### src/rtl/ilid_pkg.sv
// Package for the indexed list insert/delete unit.
// Holds field widths, request and status codes and the result record.
// No dependencies.
`default_nettype none

package ilid_pkg;

    localparam int CAPACITY_DEF = 256;

    localparam int TYPE_W   = 3;
    localparam int POS_W    = 9;
    localparam int WORD_W   = 32;
    localparam int COUNT_W  = 9;
    localparam int STATUS_W = 2;

    localparam int S_TDATA_W = 48;
    localparam int M_TDATA_W = 48;

    localparam logic [TYPE_W-1:0] REQ_APPEND = 3'd0;
    localparam logic [TYPE_W-1:0] REQ_READ   = 3'd1;
    localparam logic [TYPE_W-1:0] REQ_WRITE  = 3'd2;
    localparam logic [TYPE_W-1:0] REQ_DELETE = 3'd3;
    localparam logic [TYPE_W-1:0] REQ_INSERT = 3'd4;

    localparam logic [STATUS_W-1:0] ST_OK    = 2'd0;
    localparam logic [STATUS_W-1:0] ST_RANGE = 2'd1;
    localparam logic [STATUS_W-1:0] ST_FULL  = 2'd2;

    typedef struct packed {
        logic signed [WORD_W-1:0] word_out;
        logic [COUNT_W-1:0]       count;
        logic [STATUS_W-1:0]      status;
    } res_t;

endpackage

`default_nettype wire

### src/rtl/ilid_seq.sv
// Request sequencer of the indexed list unit: checks each request, keeps the
// length and drives the element store, moving one element per cycle.
// Depends on ilid_pkg.
`default_nettype none

module ilid_seq #(
    parameter int CAPACITY = ilid_pkg::CAPACITY_DEF
) (
    input  wire logic                              aclk,
    input  wire logic                              aresetn,
    input  wire logic                              req_valid,
    output logic                                   req_ready,
    input  wire logic [ilid_pkg::TYPE_W-1:0]       req_type,
    input  wire logic [ilid_pkg::POS_W-1:0]        position,
    input  wire logic [ilid_pkg::WORD_W-1:0]       word_in,
    output logic                                   res_valid,
    input  wire logic                              res_ready,
    output ilid_pkg::res_t                         res,
    output logic                                   wr_en,
    output logic [$clog2(CAPACITY)-1:0]            wr_addr,
    output logic [ilid_pkg::WORD_W-1:0]            wr_data,
    output logic                                   rd_en,
    output logic [$clog2(CAPACITY)-1:0]            rd_addr,
    input  wire logic [ilid_pkg::WORD_W-1:0]       rd_data
);

    localparam int ADDR_W = $clog2(CAPACITY);
    localparam int LEN_W  = $clog2(CAPACITY + 1);
    localparam int CMP_W  = (LEN_W > ilid_pkg::POS_W) ? LEN_W : ilid_pkg::POS_W;
    localparam logic [ADDR_W-1:0] ONE_A = 1;
    localparam logic [LEN_W-1:0]  ONE_L = 1;
    localparam logic [LEN_W-1:0]  CAP_L = LEN_W'(CAPACITY);

    typedef enum logic [5:0] {
        S_IDLE   = 6'b000001,
        S_RDWAIT = 6'b000010,
        S_SHDN   = 6'b000100,
        S_SHUP   = 6'b001000,
        S_PUT    = 6'b010000,
        S_DONE   = 6'b100000
    } state_t;

    state_t                               state_reg, state_next;
    logic [LEN_W-1:0]                     len_reg, len_next;
    logic [ADDR_W-1:0]                    ptr_reg, ptr_next;
    logic [ADDR_W-1:0]                    pos_reg, pos_next;
    logic [ilid_pkg::WORD_W-1:0]          win_reg, win_next;
    logic [ilid_pkg::WORD_W-1:0]          rword_reg, rword_next;
    logic [ilid_pkg::STATUS_W-1:0]        status_reg, status_next;

    logic                                 acc;
    logic [CMP_W-1:0]                     pos_ext, len_ext, len_m1_ext;
    logic [LEN_W-1:0]                     len_m1;
    logic [ADDR_W-1:0]                    pos_a, len_a, len_m1_a;
    logic                                 in_range, ins_range, full;

    assign req_ready = (state_reg == S_IDLE);
    assign acc       = req_valid && req_ready;
    assign res_valid = (state_reg == S_DONE);

    assign len_m1     = len_reg - ONE_L;
    assign pos_ext    = CMP_W'(position);
    assign len_ext    = CMP_W'(len_reg);
    assign len_m1_ext = CMP_W'(len_m1);
    assign pos_a      = pos_ext[ADDR_W-1:0];
    assign len_a      = len_ext[ADDR_W-1:0];
    assign len_m1_a   = len_m1_ext[ADDR_W-1:0];
    assign in_range   = pos_ext < len_ext;
    assign ins_range  = pos_ext <= len_ext;
    assign full       = (len_reg == CAP_L);

    assign res.word_out = rword_reg;
    assign res.count    = len_ext[ilid_pkg::COUNT_W-1:0];
    assign res.status   = status_reg;

    always_comb begin
        state_next  = state_reg;
        len_next    = len_reg;
        ptr_next    = ptr_reg;
        pos_next    = pos_reg;
        win_next    = win_reg;
        rword_next  = rword_reg;
        status_next = status_reg;
        wr_en       = 1'b0;
        wr_addr     = ptr_reg;
        wr_data     = rd_data;
        rd_en       = 1'b0;
        rd_addr     = ptr_reg;
        case (state_reg)
            S_IDLE: begin
                if (acc) begin
                    state_next  = S_DONE;
                    rword_next  = '0;
                    status_next = ilid_pkg::ST_OK;
                    pos_next    = pos_a;
                    win_next    = word_in;
                    case (req_type)
                        ilid_pkg::REQ_APPEND: begin
                            if (full) begin
                                status_next = ilid_pkg::ST_FULL;
                            end else begin
                                wr_en    = 1'b1;
                                wr_addr  = len_a;
                                wr_data  = word_in;
                                len_next = len_reg + ONE_L;
                            end
                        end
                        ilid_pkg::REQ_READ: begin
                            if (!in_range) begin
                                status_next = ilid_pkg::ST_RANGE;
                            end else begin
                                rd_en      = 1'b1;
                                rd_addr    = pos_a;
                                state_next = S_RDWAIT;
                            end
                        end
                        ilid_pkg::REQ_WRITE: begin
                            if (!in_range) begin
                                status_next = ilid_pkg::ST_RANGE;
                            end else begin
                                wr_en   = 1'b1;
                                wr_addr = pos_a;
                                wr_data = word_in;
                            end
                        end
                        ilid_pkg::REQ_DELETE: begin
                            if (!in_range) begin
                                status_next = ilid_pkg::ST_RANGE;
                            end else if (pos_ext == len_m1_ext) begin
                                len_next = len_m1;
                            end else begin
                                rd_en      = 1'b1;
                                rd_addr    = pos_a + ONE_A;
                                ptr_next   = pos_a + ONE_A;
                                state_next = S_SHDN;
                            end
                        end
                        ilid_pkg::REQ_INSERT: begin
                            if (!ins_range) begin
                                status_next = ilid_pkg::ST_RANGE;
                            end else if (full) begin
                                status_next = ilid_pkg::ST_FULL;
                            end else if (pos_ext == len_ext) begin
                                wr_en    = 1'b1;
                                wr_addr  = pos_a;
                                wr_data  = word_in;
                                len_next = len_reg + ONE_L;
                            end else begin
                                rd_en      = 1'b1;
                                rd_addr    = len_m1_a;
                                ptr_next   = len_m1_a;
                                state_next = S_SHUP;
                            end
                        end
                        default: begin
                        end
                    endcase
                end
            end
            S_RDWAIT: begin
                rword_next = rd_data;
                state_next = S_DONE;
            end
            S_SHDN: begin
                // The word read last cycle moves down one place.
                wr_en   = 1'b1;
                wr_addr = ptr_reg - ONE_A;
                if ((LEN_W'(ptr_reg) + ONE_L) < len_reg) begin
                    rd_en    = 1'b1;
                    rd_addr  = ptr_reg + ONE_A;
                    ptr_next = ptr_reg + ONE_A;
                end else begin
                    len_next   = len_m1;
                    state_next = S_DONE;
                end
            end
            S_SHUP: begin
                // The word read last cycle moves up one place.
                wr_en   = 1'b1;
                wr_addr = ptr_reg + ONE_A;
                if (ptr_reg > pos_reg) begin
                    rd_en    = 1'b1;
                    rd_addr  = ptr_reg - ONE_A;
                    ptr_next = ptr_reg - ONE_A;
                end else begin
                    state_next = S_PUT;
                end
            end
            S_PUT: begin
                wr_en      = 1'b1;
                wr_addr    = pos_reg;
                wr_data    = win_reg;
                len_next   = len_reg + ONE_L;
                state_next = S_DONE;
            end
            S_DONE: begin
                if (res_ready) begin
                    state_next = S_IDLE;
                end
            end
            default: begin
                state_next = S_IDLE;
            end
        endcase
    end

    always_ff @(posedge aclk) begin
        if (!aresetn) begin
            state_reg <= S_IDLE;
            len_reg   <= '0;
        end else begin
            state_reg <= state_next;
            len_reg   <= len_next;
        end
    end

    always_ff @(posedge aclk) begin
        ptr_reg    <= ptr_next;
        pos_reg    <= pos_next;
        win_reg    <= win_next;
        rword_reg  <= rword_next;
        status_reg <= status_next;
    end

endmodule

`default_nettype wire

### config.mk
export PLATFORM = sky130hd
export DESIGN_NAME = ilid_seq
export DESIGN_NICKNAME = d
export VERILOG_FILES = /design/src/rtl/ilid_pkg.sv /design/src/rtl/ilid_seq.sv
export SDC_FILE = /design/constraint.sdc
export NUM_CORES = 1
export LEC_CHECK = 0
export ABC_CLOCK_PERIOD_IN_PS = 5020
export BUFFER_PORTS_ARGS = -buffer_cell sky130_fd_sc_hd__buf_2
export CORE_ASPECT_RATIO = 1.75
export CORE_MARGIN = 2
export CORE_UTILIZATION = 54
export CTS_BUF_LIST = sky130_fd_sc_hd__clkbuf_4 sky130_fd_sc_hd__clkbuf_8 sky130_fd_sc_hd__clkbuf_16
export DETAILED_ROUTE_END_ITERATION = 10
export MAX_ROUTING_LAYER = met4
export PLACE_DENSITY = 0.9
export SYNTH_ARGS = -nofsm -noshare
export SYNTH_HDL_FRONTEND = slang
export SYNTH_SLANG_ARGS = --single-unit
export TNS_END_PERCENT = 100
### constraint.sdc
create_clock -name aclk -period 5.02 [get_ports aclk]
set_input_delay 0.251 -clock aclk [delete_from_list [all_inputs] [get_ports aclk]]
set_output_delay 0.251 -clock aclk [all_outputs]
set_load 0.02 [all_outputs]
# ---- Yosys cells after proc, flatten, opt, wreduce, memory -nomap -nowiden
# Index checks and enable logic that the tools add are counted.
dict set report totals {
  input_bits 80
  out_inout_bits 95
  regBits 97
  wordCells 130
}
dict set report op_classes {
  n_eq_ne 25
  n_mux 75
  add_sub_neg 6
  reduce_logical 13
  n_lt_le_gt_ge 4
}
# cell n
set ops {}
lappend ops {{$mux W32} 7}
lappend ops {{$pmux W32 S2} 2}
lappend ops {{$mux W8} 15}
lappend ops {{$pmux W32 S3} 1}
lappend ops {{$pmux W8 S3} 4}
lappend ops {{$mux W9} 8}
lappend ops {{$mux W6} 10}
lappend ops {{$pmux W9 S3} 2}
lappend ops {{$pmux W8 S4} 1}
lappend ops {{$pmux W6 S5} 1}
lappend ops {{$eq A9 B9 Y1} 2}
lappend ops {{$lt A9 B9 Y1} 2}
lappend ops {{$ne A3 B3 Y1 const B} 6}
lappend ops {{$pmux W6 S3} 1}
lappend ops {{$add A8 B1 Y8 const B} 2}
lappend ops {{$pmux W8 S2} 1}
lappend ops {{$mux W1} 15}
lappend ops {{$reduce_and A10 Y1} 1}
lappend ops {{$add A8 B1 Y9 const B} 1}
lappend ops {{$add A9 B1 Y9 const B} 1}
lappend ops {{$eq A9 B9 Y1 const B} 1}
lappend ops {{$le A9 B9 Y1} 1}
lappend ops {{$pmux W1 S3} 3}
lappend ops {{$sub A9 B1 Y9 const B} 1}
lappend ops {{27 further kinds} 34}

# ---- Logic depth before layout (Yosys ltp)
dict set report depth {
  ltp_word 7
  ltp_mapped 17
}

# ---- Worst setup path before layout
# Ideal clock, no wire load.
dict set report synth_timing {
  path_kind {reg-to-output}
  startpoint {register ptr_reg[0]}
  endpoint {output rd_addr[1]}
  t_arrival_ns 3.529
  path_stages_with_launch 15
  t_required_ns 4.769
  path_slack_ns 1.240
  path_buffers 4
  cell_sequence {edfxtp_1 > clkbuf_1 > nand3_1 > or3_1 > clkbuf_1 > or2_2 > clkbuf_1 > xnor2_1 > ha_1 > o21a_1 > a211o_1 > clkbuf_1 > mux2i_1 > a21oi_1 > a211oi_1}
}
dict set report synth_between {
  elab_chain_len 4
  elab_cells_between_ends 8
  cone_classes {3 x add/sub; 2 x order compare; 3 x mux}
}
# element line_no
set synth_rtl {}
lappend synth_rtl {{start, declared} ilid_seq.sv:45} ;# logic [ADDR_W-1:0] ptr_reg, ptr_next;
lappend synth_rtl {{start signal, assigned} ilid_seq.sv:218} ;# ptr_reg <= ptr_next;
lappend synth_rtl {{$add A8 B1 Y9} ilid_seq.sv:168} ;# if ((LEN_W'(ptr_reg) + ONE_L) < len_reg) begin
lappend synth_rtl {{$lt A9 B9 Y1} ilid_seq.sv:168}
lappend synth_rtl {{$mux W8} ilid_seq.sv:168}
lappend synth_rtl {{$pmux W8 S3 (*)} ilid_seq.sv:89} ;# case (state_reg)
lappend synth_rtl {{end, declared} ilid_seq.sv:23} ;# output logic [$clog2(CAPACITY)-1:0] rd_addr,
# Every way passes the cells marked *; elsewhere a longest branch is shown, timed or not.

# ---- Worst setup path in the final report
dict set report layout_timing {
  startpoint {register ptr_reg[2]}
  endpoint {output rd_addr[1]}
}
# Same word-level chain as after synthesis.

==> key figures <==
Drt
  – First-pass detailed-route iteration total: 8
  – Vias: 6878
  – First DRT Iteration DRCs: 965
  – DRT antenna net count: 0
  – Remaining DRCs: 0
  – WL/cell: 24.34 µm
  – Drt total wl: 25610 µm
  – Vias per cell: 6.538

Timing
  – Crit share post-route: 89.95%
  – Fmax: 0.2215 GHz
  – Final Max Tran Viols: 0
  – Post-layout minimum cycle time: 4516 ps
  – TNS Setup: 0 ps
  – Max_slew headroom: 21.86%
  – RSZ-0062 raised after global routing: no
  – Slew @ Worst Pin: 1160 ps
  – Skew final: 12.85 ps
  – Fin. Hold Viols: 0
  – Final setup fails: 0

Die
  – Die ar.: 13510 µm²
  – Num ports: 175
  – FP Rows: 54
  – Chip height: 152.3 µm
  – Starting Density: 54.86%
  – Die X-Extent: 88.72 µm
  – Core Region: 12360 µm²

Synthesis
  – Syn avg cell area: 9.343 µm²
  – Synth unique cells: 71
  – Netlist Area Pre-Place: 6783 µm²
  – Post-Syn Instances: 726
  – Top cells by area, synth: edfxtp_1, ha_1, a222oi_1, dfxtp_1, o21ai_0
  – Synth Register Bits: 97
  – Synth top area share: 36.30%
  – Register area share after synthesis: 40.73%
  – EDFF count, synth: 82
  – Top_reg_cell synth: edfxtp_1
  – Syn_nets: 837
  – Area leader, netlist: edfxtp_1
  – FFs w/ async S/R, synth: 0%
  – Yosys warnings: 0

Clock tree
  – TritonCTS clock tree: yes
  – Post-CTS sizing: 0
  – Hold_buf cts: 0
  – Number of buffers created by CTS: 9
  – Root Driver: clkbuf_16
  – Worst-skew pair later-pin latency: 350 ps
  – CTS sink cnt: 97
  – Setup Buffers After CTS: 0
  – Clock Pin Slew Worst Setup and Hold Paths: 80 ps
  – H-tree depth: 3
  – Clock buffer depth: 2

Layout
  – Layout Nets: 989
  – Area Growth Syn to Fin: 19.15%
  – Filler cells: 1056
  – Share of layout cells above drive strength 1: 26.05%
  – Sequential Area: 2763 µm²
  – Non-Filler Instances: 1052
  – Area of the multi-input gates: 3586 µm²

Run
  – Max-Cap Viols: 0

GRT
  – Largest net degree at the start of global routing: 45
  – Global-route wire length before repair: 37930 µm
  – Gr ovfl total: 0
  – Vias in the first global route: 6791
  – Initial antenna violation count: 1
  – All-layer global routing usage: 38.92%

Placed design
  – Port Buffer Count: 174
  – RD Place Congestion: 1.050
  – Inst Count DP: 1035
  – Hpwl dp: 19570 µm

Hold path
  – Worst Hold Class: in2reg

Pwr
  – Design Power: 2.899 mW
  – Pwr dens: 358.7 nW/µm²
  – P_leak: 3.479 nW
  – Worst VDD drop: 177.1 µV

Setup path
  – Crit. End Element: output pin
  – Kind of critical path: reg2out
  – CP max FO: 16
  – Setup crit start kind: flip-flop
  – Arr. time, crit path: 4260 ps
  – Req. time, crit path: 4770 ps

Status
  – Status: completed
cells by family after synthesis:
group	count (synthesis)	synth area share, %
buf+inv	112	6.585
xor+xnor	32	4.335
compound gates	229	23.98
simple gates	214	16.99
fa+ha+maj	31	5.718
flops	97	40.73
mux	11	1.660
critical path: stages, from the launching register on:
cell and delay [ps]:
edfxtp_1 680, nand3_1 260, or3_1 500, xnor2_1 260
ha_1 300, a21o_1 190, a211oi_1 210, o21ai_0 190
a211o_1 460, mux2i_1 320, a21oi_1 90, a211oi_1 250
buf_2 200
cell usage in the layout, fill, tap and decap left out, types with 13 or more instances in the layout:
master    count
nor2_1       40
buf_2       174
dfxtp_1      15
inv_1        60
and2_1       35
xnor2_1      27
nor3_1       13
o21ai_0      59
nand2_1      35
a21oi_1      45
nand3_1      27
ha_1         31
edfxtp_1     82
a222oi_1     38
buf_4        18
metrics by stage:
stage	util (%)	hold WS (ps)	setup slack, ps	area [µm²]
after detailed placement	63.03	447.4	1033	7794
after floorplan	-	349.9	1240	6783
after CTS	65.34	94.57	646.4	8079
after global routing	65.36	91.44	340.5	8082
final	65.36	93.59	504.5	8082
after global placement	63.03	444.2	1040	7794
area by class of cell:
| type | count | share of cell area [%] |
|---|---|---|
| clock inverter | 6 | 0.6503 |
| multi-input combinational | 517 | 44.37 |
| clock buffer | 10 | 2.880 |
| sequential | 97 | 34.18 |
| tap | 168 | 2.601 |
| antenna | 1 | 0.03096 |
| inverter | 61 | 2.833 |
| timing repair buffer | 192 | 12.45 |
power by group:
group | internal, mW | switching [mW]
clock | 0.349 | 0.326
combinational | 0.395 | 0.794
sequential | 0.987 | 0.0479
total | 1.73 | 1.17
synth_stat cells (2+ instances only):
cell type / instances
edfxtp_1: 82
inv_1: 61
o21ai_0: 60
a21oi_1: 45
clkbuf_1: 45
nor2_1: 41
a222oi_1: 38
and2_1: 35
nand2_1: 35
ha_1: 31
nand3_1: 27
xnor2_1: 27
dfxtp_1: 15
nor3_1: 13
or3_1: 12
a211oi_1: 10
a22oi_1: 10
mux2i_1: 9
nor4_1: 9
and3_1: 8
a21o_1: 7
o221ai_1: 7
o22ai_1: 7
o211ai_1: 6
o211a_1: 5
a211o_1: 4
and3b_1: 4
nor2b_1: 4
o21a_1: 4
or4_1: 4
xor2_1: 4
a221o_1: 3
a221oi_1: 3
buf_6: 3
nand2b_1: 3
nor3b_1: 3
or2_2: 3
buf_2: 2
mux2_2: 2
nand3b_1: 2
nand4_1: 2
o31ai_1: 2
path summary, 6_finish.rpt:
| check | start | to | slack (ps) | depth (start not counted) |
|---|---|---|---|---|
| worst max-delay path | ptr_reg[2]$_DFFE_PP_ | rd_addr[1] | 500 | 12 |
| worst max register to register | ptr_reg[2]$_DFFE_PP_ | len_ext[4]$_SDFFE_PN0P_ | 990 | 12 |
| worst min-delay path | word_in[12] | win_reg[12]$_DFFE_PP_ | 90 | 1 |
| worst min register to register | len_ext[7]$_SDFFE_PN0P_ | len_ext[7]$_SDFFE_PN0P_ | 580 | 2 |
routing by layer:
layer  track usage, %  share of wire (%)
met2            66.45                 53
met4            27.42                8.0
met1            38.86                 32
met5                -                  0
met3            5.688                7.5
(Power assumes the default switching activity.)
